--- src/sv/sbbc_pkg.sv ---
// Shared constants and types for the segment/box border crossing block.
package sbbc_pkg;

  localparam int COORD_BITS_DEF = 16;

  localparam logic [3:0] EDGE_LEFT  = 4'b0001;
  localparam logic [3:0] EDGE_RIGHT = 4'b0010;
  localparam logic [3:0] EDGE_CEIL  = 4'b0100;
  localparam logic [3:0] EDGE_FLOOR = 4'b1000;

  typedef struct packed {
    logic       valid;
    logic       keep;
    logic [3:0] excl;
    logic       found;
    logic       vert;
    logic [3:0] mask;
  } sbbc_ctl_t;

endpackage

--- src/sv/sbbc_div.sv ---
// Pipelined restoring divider with half-away rounding and result register.
module sbbc_div #(
  parameter int W = sbbc_pkg::COORD_BITS_DEF
) (
  input  logic                clk,
  input  logic                rst_n,
  input  sbbc_pkg::sbbc_ctl_t p_ctl,
  input  logic                p_neg,
  input  logic [2*W:0]        p_mag,
  input  logic [W-1:0]        p_d,
  input  logic signed [W:0]   p_pos,
  input  logic signed [W-1:0] p_tx,
  input  logic signed [W-1:0] p_ty,
  output logic                out_valid,
  output logic signed [W:0]   out_x,
  output logic signed [W:0]   out_y,
  output logic [3:0]          out_hit_edges
);
  import sbbc_pkg::*;

  localparam int QB = W + 1;

  sbbc_ctl_t           ctl_r  [QB];
  logic [W-1:0]        rem_r  [QB];
  logic [QB-1:0]       q_r    [QB];
  logic [QB-1:0]       low_r  [QB];
  logic [W-1:0]        d_r    [QB];
  logic                neg_r  [QB];
  logic signed [W:0]   pos_r  [QB];
  logic signed [W-1:0] tx_r   [QB];
  logic signed [W-1:0] ty_r   [QB];

  sbbc_ctl_t           ctl_s  [QB];
  logic [W-1:0]        rem_s  [QB];
  logic [QB-1:0]       q_s    [QB];
  logic [QB-1:0]       low_s  [QB];
  logic [W-1:0]        d_s    [QB];
  logic                neg_s  [QB];
  logic signed [W:0]   pos_s  [QB];
  logic signed [W-1:0] tx_s   [QB];
  logic signed [W-1:0] ty_s   [QB];
  logic [W:0]          trial  [QB];
  logic                qbit   [QB];

  always_comb begin
    for (int s = 0; s < QB; s++) begin
      if (s == 0) begin
        ctl_s[s] = p_ctl;  rem_s[s] = p_mag[2*W:QB];  q_s[s] = '0;
        low_s[s] = p_mag[QB-1:0];  d_s[s] = p_d;  neg_s[s] = p_neg;
        pos_s[s] = p_pos;  tx_s[s] = p_tx;  ty_s[s] = p_ty;
      end else begin
        ctl_s[s] = ctl_r[s-1];  rem_s[s] = rem_r[s-1];  q_s[s] = q_r[s-1];
        low_s[s] = low_r[s-1];  d_s[s] = d_r[s-1];  neg_s[s] = neg_r[s-1];
        pos_s[s] = pos_r[s-1];  tx_s[s] = tx_r[s-1];  ty_s[s] = ty_r[s-1];
      end
      trial[s] = {rem_s[s], low_s[s][QB-1]};
      qbit[s]  = trial[s] >= {1'b0, d_s[s]};
    end
  end

  always_ff @(posedge clk) begin
    for (int s = 0; s < QB; s++) begin
      if (!rst_n) begin
        ctl_r[s] <= '0;
      end else begin
        ctl_r[s] <= ctl_s[s];
      end
      rem_r[s] <= qbit[s] ? W'(trial[s] - {1'b0, d_s[s]}) : trial[s][W-1:0];
      q_r[s]   <= {q_s[s][QB-2:0], qbit[s]};
      low_r[s] <= {low_s[s][QB-2:0], 1'b0};
      d_r[s]   <= d_s[s];
      neg_r[s] <= neg_s[s];
      pos_r[s] <= pos_s[s];
      tx_r[s]  <= tx_s[s];
      ty_r[s]  <= ty_s[s];
    end
  end

  sbbc_ctl_t         cf;
  logic [QB-1:0]     qf;
  logic signed [W:0] other, x_nxt, y_nxt;
  logic              moved;

  always_comb begin
    cf    = ctl_r[QB-1];
    qf    = q_r[QB-1] + QB'({rem_r[QB-1], 1'b0} >= {1'b0, d_r[QB-1]});
    other = neg_r[QB-1] ? -$signed(qf) : $signed(qf);
    moved = cf.found && !cf.keep;
    if (moved) begin
      x_nxt = cf.vert ? pos_r[QB-1] : other;
      y_nxt = cf.vert ? other : pos_r[QB-1];
    end else begin
      x_nxt = {tx_r[QB-1][W-1], tx_r[QB-1]};
      y_nxt = {ty_r[QB-1][W-1], ty_r[QB-1]};
    end
  end

  always_ff @(posedge clk) begin
    if (!rst_n) begin
      out_valid <= 1'b0;
    end else begin
      out_valid <= cf.valid;
    end
    out_x         <= x_nxt;
    out_y         <= y_nxt;
    out_hit_edges <= cf.found ? (cf.mask & ~cf.excl) : 4'b0000;
  end

endmodule

--- config.mk ---
export PLATFORM = sky130hd
export DESIGN_NAME = sbbc_div
export DESIGN_NICKNAME = d
export VERILOG_FILES = /design/src/sv/sbbc_pkg.sv /design/src/sv/sbbc_div.sv
export SDC_FILE = /design/constraint.sdc
export NUM_CORES = 2
export LEC_CHECK = 0
export BUFFER_PORTS_ARGS = -buffer_cell sky130_fd_sc_hd__buf_2
export CAP_MARGIN = 20
export CORE_MARGIN = 1.5
export CORE_UTILIZATION = 45
export CTS_BUF_LIST = sky130_fd_sc_hd__clkbuf_16
export DETAILED_ROUTE_END_ITERATION = 8
export PLACE_DENSITY_LB_ADDON = 0.25
export SETUP_SLACK_MARGIN = 0.02
export SYNTH_ARGS = -nofsm -noshare
export SYNTH_HDL_FRONTEND = slang
export SYNTH_SLANG_ARGS = --single-unit
--- constraint.sdc ---
create_clock -name clk -period 5.3 [get_ports clk]
set_input_delay 0 -clock clk [delete_from_list [all_inputs] [get_ports clk]]
set_output_delay 0 -clock clk [all_outputs]
set_load 0.005 [all_outputs]
==> flow_summary.json <==
{
  "outcome": "complete, no violations",
  "syn_area_um2": 58100,
  "rsz0062_at_grt": "no",
  "post-cts-setup-buffers": 0,
  "rows": 131,
  "final_common_cell": "dfxtp_1",
  "avgSynthCellArea_um2": 11.8,
  "die_w_um": 362,
  "power_density_nw_per_um2": 602,
  "async_flop_share_pct": 0,
  "cap_violations": 0,
  "hp-class": "reg2reg",
  "clk_latency_ns": 0.83,
  "yosysWarnings": 0,
  "synth_ff_type": "dfxtp_1",
  "core-area_um2": 128000,
  "hold_violations": 0,
  "place.gp.congestion": 0.881,
  "layout_common_cells": "dfxtp_1 (1926), inv_1 (441), ha_1 (290)",
  "fmax_mhz": 210,
  "drc": 0,
  "initial_core_util_pct": 45.4,
  "detail_route.vias_per_cell": 4.67,
  "totalWireLength_um": 103000,
  "fillers": 10800,
  "ys_seq_area_share_pct": 66.4,
  "syn2layout_area_growth_pct": 19.2,
  "yosys_register_bits": 1926,
  "drt_iter0_markers": 1597,
  "synth_top_cell_by_area": "dfxtp_1",
  "yosys-top-cells-area": "dfxtp_1 (66%), ha_1 (6.2%), inv_1 (2.6%)",
  "wl_per_cell_um": 14.2,
  "cts.clk_slew.worst_paths_ns": 0.06,
  "finalClockSkew_ns": 0.0820,
  "power_mw": 41.7,
  "ant_nets": 0,
  "grt_use_total_pct": 15.7,
  "worst_slew_pin_slew_ns": 1.03,
  "grt_pass1_wl_um": 167000,
  "slew_headroom_pct": 30.5,
  "grt_overflow": 0,
  "crit_type": "reg2reg",
  "top_level_ports": 152,
  "yosysTopAreaCellShare_pct": 66.4,
  "die_area_um2": 131000,
  "worstPathArrival_ns": 5.38,
  "crit_path_end_kind": "flip-flop",
  "syn_nets": 5320,
  "drt-pass1-iter-count": 7,
  "leakage_nw": 30.8,
  "synth_edf_count": 0,
  "root_buffer": "clkbuf_16",
  "clkSinkCount": 1926,
  "drive_above_1_share_pct": 9.68,
  "fin_crit_sh_pct": 89.7,
  "ys_types": 78,
  "htree_levels": 4,
  "cts_made_buffers": 184,
  "final.setup.tns_ns": 0,
  "port-buffer-count": 151,
  "synthCells": 4900,
  "critPathLaunchType": "flip-flop",
  "die_h_um": 362,
  "grt_pass1_vias": 33500,
  "antenna_found_initial": 2,
  "min_period_ns": 4.75,
  "cts_tree": "built",
  "cp_data_required_time_ns": 5.92,
  "crit_fanout": 9,
  "clock_path_buffers": 3,
  "ir_drop_mv": 0.349,
  "setup_viol": 0,
  "vias": 33600,
  "drv_slew": 0,
  "hpwl_um": 70400,
  "grt_max_degree": 113,
  "nets": 5809
}
-- cells by family after synthesis --
family	Yosys count	share of synthesized area (%)
fa+ha+maj	307	6.84
buf+inv	509	3.42
simple gates	984	8.75
xor+xnor	222	3.35
mux	109	2.05
flops	1926	66.4
compound gates	843	9.19
-- per-stage QoR --
step / utilization (%) / setup WS [ns] / cells / hold slack [ns] / area, um^2
2_1_floorplan: - / 1.49 / 4900 / 0.0277 / 58100
3_3_place_gp: 47.4 / 0.559 / 6626 / 0.102 / 60600
3_5_place_dp: 47.4 / 0.543 / 6626 / 0.104 / 60600
4_1_cts: 54.1 / 0.593 / 7201 / 0.248 / 69200
5_1_grt: 54.1 / 0.266 / 7202 / 0.286 / 69200
6_report: 54.1 / 0.547 / 7202 / 0.301 / 69200
-- Yosys cell counts, types with 41 or more instances --
| master | n |
|---|---|
| a21o_1 | 106 |
| and2_1 | 219 |
| clkbuf_1 | 71 |
| nand4_1 | 41 |
| o21ai_0 | 254 |
| nor2_1 | 131 |
| xor2_1 | 97 |
| nor2b_1 | 46 |
| a31oi_1 | 55 |
| xnor2_1 | 125 |
| a21oi_1 | 182 |
| nand3_1 | 77 |
| nand2_1 | 266 |
| dfxtp_1 | 1926 |
| ha_1 | 290 |
| nor3_1 | 67 |
| mux2_2 | 77 |
| inv_1 | 406 |
-- final timing paths --
kind                start            to  slack [ns]  depth (start not counted)
min          pos_r[0][15]  pos_r[0][32]        0.30                          0
max           d_r[0][260]     out_y[16]        0.55                         19
max reg2reg   d_r[0][260]     out_y[16]        0.55                         19
min reg2reg  pos_r[0][15]  pos_r[0][32]        0.30                          0
-- repair_timing --
action	in CTS	in global routing
hold endpoints to repair	203	0
hold buffers	239	0
resized for setup	0	0
-- worst max-delay path: stages (launching register included) --
cell      delay, ns
dfxtp_1        0.31
inv_1          0.04
ha_1           0.29
nand3_1        0.11
o21bai_1       0.17
a21oi_1        0.12
a211oi_1       0.07
o21ai_0        0.15
a311oi_1       0.17
o21ai_0        0.32
ha_1           0.40
ha_1           0.44
nand2_1        0.25
nor4_1         0.54
mux2_2         0.39
o21ai_0        0.28
nand3_1        0.13
o21ai_1        0.17
xnor2_1        0.17
a31oi_1        0.12
-- sequential cells by signal, indices dropped and copies added, names as in the netlist --
name and cells:
out_hit_edges 4, pos_r 289, out_x 17, out_valid 1, low_r 136, d_r 272, tx_r 272, rem_r 272
out_y 17, ctl_r 204, neg_r 17, ty_r 272, q_r 153
-- layout make-up --
cell class | count | area [um^2] | share of cell area [%]
inverters | 410 | 1540 | 2.22
repair buffers | 402 | 3240 | 4.68
clock buffers | 184 | 4600 | 6.65
multi-input cells | 2465 | 17500 | 25.3
flip-flops and latches | 1926 | 38600 | 55.7
clock inverters | 152 | 1650 | 2.38
diodes | 1 | 2.50 | 0.00362
well taps | 1662 | 2080 | 3.00
-- power breakdown --
part           internal [mW]  total [mW]  switching (mW)  leakage, nW
clock network           7.49        13.0            5.50         3.12
logic                   4.91        10.9            6.01         11.5
registers               16.7        17.8            1.08         16.2
total                   29.1        41.7            12.6         30.8
-- layer usage --
| metal | track usage, % | up-vias | part of all wire [%] |
|---|---|---|---|
| li1 | - | 17300 | - |
| met1 | 19.4 | 15500 | 46 |
| met2 | 26.9 | 564 | 48 |
| met3 | 3.15 | 203 | 3.7 |
| met4 | 6.03 | 2 | 2.8 |
| met5 | 0 | - | 0.011 |
No activity file was read; power rests on OpenSTA's default activity.
