File: src/sv/sbbc_pkg.sv
// Shared constants and types for the segment/box border crossing block.
package sbbc_pkg;

  localparam int COORD_BITS_DEF = 16;

  localparam logic [3:0] EDGE_LEFT  = 4'b0001;
  localparam logic [3:0] EDGE_RIGHT = 4'b0010;
  localparam logic [3:0] EDGE_CEIL  = 4'b0100;
  localparam logic [3:0] EDGE_FLOOR = 4'b1000;

  typedef struct packed {
    logic       valid;
    logic       keep;
    logic [3:0] excl;
    logic       found;
    logic       vert;
    logic [3:0] mask;
  } sbbc_ctl_t;

endpackage

File: src/sv/sbbc_pick.sv
// Cross-axis earliest crossing choice and crossing numerator (two stages).
module sbbc_pick #(
  parameter int W = sbbc_pkg::COORD_BITS_DEF
) (
  input  logic                  clk,
  input  logic                  rst_n,
  input  sbbc_pkg::sbbc_ctl_t   f_ctl,
  input  logic                  f_vhave,
  input  logic [3:0]            f_vmask,
  input  logic [W-1:0]          f_vn,
  input  logic signed [2*W+2:0] f_valong,
  input  logic signed [W:0]     f_vpos,
  input  logic                  f_hhave,
  input  logic [3:0]            f_hmask,
  input  logic [W-1:0]          f_hn,
  input  logic signed [2*W+2:0] f_halong,
  input  logic signed [W:0]     f_hpos,
  input  logic [W-1:0]          f_adx,
  input  logic [W-1:0]          f_ady,
  input  logic signed [W-1:0]   f_sx,
  input  logic signed [W-1:0]   f_sy,
  input  logic signed [W-1:0]   f_tx,
  input  logic signed [W-1:0]   f_ty,
  output sbbc_pkg::sbbc_ctl_t   p_ctl,
  output logic                  p_neg,
  output logic [2*W:0]          p_mag,
  output logic [W-1:0]          p_d,
  output logic signed [W:0]     p_pos,
  output logic signed [W-1:0]   p_tx,
  output logic signed [W-1:0]   p_ty
);
  import sbbc_pkg::*;

  localparam int PW = 2 * W + 3;

  // stage 4
  sbbc_ctl_t            ctl4_r;
  logic [2*W-1:0]       cv4_r, ch4_r;
  logic signed [PW-1:0] numv4_r, numh4_r;
  logic                 vhave4_r, hhave4_r;
  logic [3:0]           vmask4_r, hmask4_r;
  logic signed [W:0]    vpos4_r, hpos4_r;
  logic [W-1:0]         adx4_r, ady4_r;
  logic signed [W-1:0]  tx4_r, ty4_r;

  always_ff @(posedge clk) begin
    if (!rst_n) begin
      ctl4_r <= '0;
    end else begin
      ctl4_r <= f_ctl;
    end
    cv4_r    <= f_vn * f_ady;
    ch4_r    <= f_hn * f_adx;
    numv4_r  <= f_sy * $signed({1'b0, f_adx}) + f_valong;
    numh4_r  <= f_sx * $signed({1'b0, f_ady}) + f_halong;
    vhave4_r <= f_vhave;  hhave4_r <= f_hhave;
    vmask4_r <= f_vmask;  hmask4_r <= f_hmask;
    vpos4_r  <= f_vpos;   hpos4_r  <= f_hpos;
    adx4_r   <= f_adx;    ady4_r   <= f_ady;
    tx4_r    <= f_tx;     ty4_r    <= f_ty;
  end

  // stage 5
  logic                 selv, selh;
  logic signed [PW-1:0] num, mag_w;
  sbbc_ctl_t            ctl_nxt;

  always_comb begin
    selv = vhave4_r && (!hhave4_r || cv4_r <= ch4_r);
    selh = hhave4_r && (!vhave4_r || ch4_r <= cv4_r);
    num  = selv ? numv4_r : numh4_r;
    mag_w = num[PW-1] ? -num : num;
    ctl_nxt       = ctl4_r;
    ctl_nxt.found = vhave4_r || hhave4_r;
    ctl_nxt.vert  = selv;
    ctl_nxt.mask  = (selv ? vmask4_r : 4'b0000) | (selh ? hmask4_r : 4'b0000);
  end

  always_ff @(posedge clk) begin
    if (!rst_n) begin
      p_ctl <= '0;
    end else begin
      p_ctl <= ctl_nxt;
    end
    p_neg <= num[PW-1];
    p_mag <= mag_w[2*W:0];
    p_d   <= selv ? adx4_r : ady4_r;
    p_pos <= selv ? vpos4_r : hpos4_r;
    p_tx  <= tx4_r;
    p_ty  <= ty4_r;
  end

endmodule

File: config.mk
export PLATFORM = sky130hd
export DESIGN_NAME = sbbc_pick
export DESIGN_NICKNAME = d
export VERILOG_FILES = /design/src/sv/sbbc_pkg.sv /design/src/sv/sbbc_pick.sv
export SDC_FILE = /design/constraint.sdc
export NUM_CORES = 2
export LEC_CHECK = 0
export ABC_AREA = 1
export BUFFER_PORTS_ARGS = -buffer_cell sky130_fd_sc_hd__buf_4
export CORE_ASPECT_RATIO = 0.8
export CORE_UTILIZATION = 60
export DETAILED_ROUTE_END_ITERATION = 10
export PLACE_DENSITY = 0.8
export SLEW_MARGIN = 40
export SYNTH_ARGS = -nofsm -noshare
export SYNTH_HDL_FRONTEND = slang
export SYNTH_SLANG_ARGS = --single-unit
File: constraint.sdc
create_clock -name clk -period 12 [get_ports clk]
set_input_delay 1.8 -clock clk [delete_from_list [all_inputs] [get_ports clk]]
set_output_delay 1.8 -clock clk [all_outputs]
set_load 0.05 [all_outputs]
==> out/summary.json <==
{
  "status": "completed",
  "clock_path_buffers": 3,
  "sequential_to_total_area_share_from_yosys_stat_pct": 15.01,
  "yosysWarnings": 0,
  "tritoncts": "yes",
  "clk_latency_ns": 0.57,
  "fp.dieW_um": 317.0,
  "layout.cell_area.non_filler_um2": 52050,
  "number_of_nets_with_antenna_violations_after_detailed_routing": 0,
  "max_clock_freq_ghz": 0.1383,
  "synth.ff_latch_count": 357,
  "overall_global_routing_usage_pct": 30.84,
  "dpl-instance-area_um2": 50680,
  "asyncSetResetFlopFracSynth_pct": 0,
  "period_minus_slack_ns": 7.231,
  "synth_enable_flop_cells": 0,
  "detail_route.drc_violations": 0,
  "cts-hold-fix-buffers": 0,
  "critical_path_start_end_classification": "primary input to flop",
  "setup_viol_count_final": 0,
  "routedWlPerCell_um": 16.92,
  "hold_viol": 0,
  "clock_tree.htree_level_count": 2,
  "gp_congestion": 0.9409,
  "cp.required_ns": 12.49,
  "rsz0062_at_grt": "false",
  "utilization_pct": 66.20,
  "grt-ovfl-total": 0,
  "design.portCount": 367,
  "timing.critical_path.from_type": "primary input",
  "layout-drive-gt1-share_pct": 7.646,
  "hold_class": "flop to flop",
  "setup_skew_after_layout_ns": 0.02378,
  "syn_area_um2": 47630,
  "cts_made_buffers": 38,
  "cp_data_arrival_time_ns": 7.72,
  "first_global_vias": 38910,
  "num_antenna_cells": 0,
  "postCtsSetupRepairBufs": 0,
  "rows": 92,
  "number_of_antenna_violations_at_the_first_check_in_global_routing": 1,
  "cts.sinks": 357,
  "drv_slew": 0,
  "ctsResizeCount": 0,
  "wirelength_mm": 120.8,
  "dr_total_vias": 36800,
  "setup-tns-final_ns": 0,
  "cts_root_buffer": "sky130_fd_sc_hd__clkbuf_16",
  "first_iter_violations": 2376,
  "max_cap_viol_count": 0,
  "flow.area_growth_from_synthesis_pct": 9.278,
  "detail_route.first_pass.iterations": 6,
  "synthFlopType": "sky130_fd_sc_hd__dfxtp_1",
  "postSynthAreaPerCell_um2": 8.039,
  "buffer_ports.inserted": 360,
  "initial_utilization_pct": 60.58,
  "core_um2": 78620,
  "synth_cell_type_count": 48,
  "fp.dieH_um": 254.0,
  "cp-end-kind": "flop",
  "number_of_nets_at_the_end_of_the_flow": 7664,
  "nFillCells": 6319,
  "route.detailed.vias_per_inst": 5.153,
  "clk_pin_slew_worst_paths_ns": 0.06,
  "crit_fanout": 33,
  "place.detailed.hpwl_mm": 95.80,
  "postSynthCellCount": 5925,
  "die_area_um2": 80520,
  "grt_max_degree": 85,
  "period_share_pct": 60.26,
  "slew-limit-headroom_pct": 57.38,
  "timing_worst_slew_pin_value_ns": 0.6387,
  "wire_length_of_the_first_global_routing_pass_mm": 195.0,
  "synthesis.nets": 7510
}
critical path: stages:
cell,delay [ns]
sky130_fd_sc_hd__buf_4,0.46
sky130_fd_sc_hd__nand2_1,0.16
sky130_fd_sc_hd__fa_1,0.55
sky130_fd_sc_hd__inv_1,0.05
sky130_fd_sc_hd__fa_1,0.50
sky130_fd_sc_hd__inv_1,0.06
sky130_fd_sc_hd__fa_1,0.53
sky130_fd_sc_hd__inv_1,0.05
sky130_fd_sc_hd__fa_1,0.46
sky130_fd_sc_hd__fa_1,0.50
sky130_fd_sc_hd__inv_1,0.05
sky130_fd_sc_hd__fa_1,0.47
sky130_fd_sc_hd__inv_1,0.04
sky130_fd_sc_hd__ha_1,0.33
sky130_fd_sc_hd__nand2_1,0.12
sky130_fd_sc_hd__nor2_1,0.18
sky130_fd_sc_hd__nand4_1,0.09
sky130_fd_sc_hd__o21ai_0,0.37
sky130_fd_sc_hd__nand2_1,0.10
sky130_fd_sc_hd__nand2_1,0.11
sky130_fd_sc_hd__a21oi_1,0.12
sky130_fd_sc_hd__inv_1,0.07
sky130_fd_sc_hd__a21oi_1,0.09
sky130_fd_sc_hd__o31ai_1,0.27
sky130_fd_sc_hd__xor2_1,0.17
synthesized netlist by cell type, drive strengths merged, types with 2 or more instances:
master	number	area [um2]
o21bai	5	37.54
nor2	166	640.6
clkbuf	232	870.8
a32o	4	40.04
o211ai	2	15.01
nand3	67	340.3
nand2	1488	5605
nand4	14	87.58
o2111ai	2	17.52
a31oi	5	31.28
a21oi	154	774.5
xnor2	57	499.2
buf	16	103.8
fa	842	16860
nor4	4	25.02
o31ai	5	37.54
a221oi	3	26.28
o21a	10	75.07
a211oi	3	22.52
o21ai	77	415.4
or2	11	68.82
xor2	84	735.7
nand3b	22	165.2
dfxtp	357	7147
ha	487	6093
a21boi	14	105.1
a21o	7	52.55
inv	1771	6648
nor3	10	50.05
kinds of logic (layout without fill, tap and decap cells):
group | after synthesis | in the layout | share of synthesized area (%)
buffers and inverters | 2020 | 2203 | 16.01
XOR/XNOR | 141 | 141 | 2.593
AO/OA/AOI/OAI | 294 | 294 | 3.518
flip-flops | 357 | 357 | 15.01
adder cells (fa/ha/maj) | 1329 | 1329 | 48.18
AND/OR/NAND/NOR | 1784 | 1784 | 14.69
worst paths after layout:
kind,from,to,slack (ns),depth (start not counted)
worst min register to register,ty4_r[3]$_DFF_P_,p_ty[3]$_DFF_P_,0.33,0
worst max register to register,cv4_r[11]$_DFF_P_,p_mag[20]$_DFF_P_,7.60,16
worst min-delay path,ty4_r[3]$_DFF_P_,p_ty[3]$_DFF_P_,0.33,0
worst max-delay path,f_ady[7],numh4_r[32]$_DFF_P_,4.77,25
cell type report:
cell class | count | area, um2 | share of cell area (%)
timing repair buffer | 362 | 2718 | 5.221
sequential | 357 | 7147 | 13.73
multi-input combinational | 3548 | 32880 | 63.17
clock buffer | 49 | 1104 | 2.120
clock inverter | 20 | 255.2 | 0.4904
inverter | 1772 | 6654 | 12.78
tap | 1034 | 1294 | 2.486
stage by stage:
| step | std cells | hold slack (ns) | worst slack, ns |
|---|---|---|---|
| final | 7142 | 0.3263 | 4.769 |
| after global placement | 7073 | 0.3099 | 4.296 |
| after global routing | 7142 | 0.3328 | 4.405 |
| after detailed placement | 7073 | 0.3121 | 4.292 |
| after CTS | 7142 | 0.3263 | 4.867 |
| after floorplan | 5925 | 0.3096 | 4.785 |
metal layers:
layer	global-route usage (%)	routed length (um)	up-vias
met5	0.4300	58	-
met4	10.41	3973	4
met3	5.721	10800	234
met2	52.63	57780	1517
met1	39.26	48200	17940
li1	-	-	17110
registers in the layout, summed over array words and instances (netlist names), 6 cells and up:
| name | cells |
|---|---|
| numh4_r | 34 |
| numv4_r | 34 |
| p_mag | 33 |
| ch4_r | 32 |
| cv4_r | 32 |
| hpos4_r | 17 |
| p_pos | 17 |
| vpos4_r | 17 |
| adx4_r | 16 |
| ady4_r | 16 |
| p_d | 16 |
| p_tx | 16 |
| p_ty | 16 |
| tx4_r | 16 |
| ty4_r | 16 |
| p_ctl | 12 |
| ctl4_r | 6 |
placed cells by master (no fill, tap or decap), types with 6 or more instances in the layout:
master                      count
sky130_fd_sc_hd__dfxtp_1      357
sky130_fd_sc_hd__a21oi_1      153
sky130_fd_sc_hd__o21ai_0       57
sky130_fd_sc_hd__nand4_1       14
sky130_fd_sc_hd__o21ai_1       14
sky130_fd_sc_hd__xor2_1        84
sky130_fd_sc_hd__nor3_1        10
sky130_fd_sc_hd__inv_1       1767
sky130_fd_sc_hd__nor2_2         7
sky130_fd_sc_hd__fa_1         842
sky130_fd_sc_hd__clkbuf_16     39
sky130_fd_sc_hd__clkinv_2       6
sky130_fd_sc_hd__ha_1         487
sky130_fd_sc_hd__xnor2_1       57
sky130_fd_sc_hd__a21boi_0       6
sky130_fd_sc_hd__or2_2         10
sky130_fd_sc_hd__clkbuf_8       9
sky130_fd_sc_hd__nor2_1       159
sky130_fd_sc_hd__nand2_1     1480
sky130_fd_sc_hd__buf_4        362
sky130_fd_sc_hd__a21boi_1       8
sky130_fd_sc_hd__nand3_1       66
sky130_fd_sc_hd__nand3b_1      22
sky130_fd_sc_hd__nand2_2        7
sky130_fd_sc_hd__a21o_1         7
sky130_fd_sc_hd__o21a_1        10
Power is not shown: default switching activity piles up to over one toggle a cycle in this logic, so the estimate is an artifact.
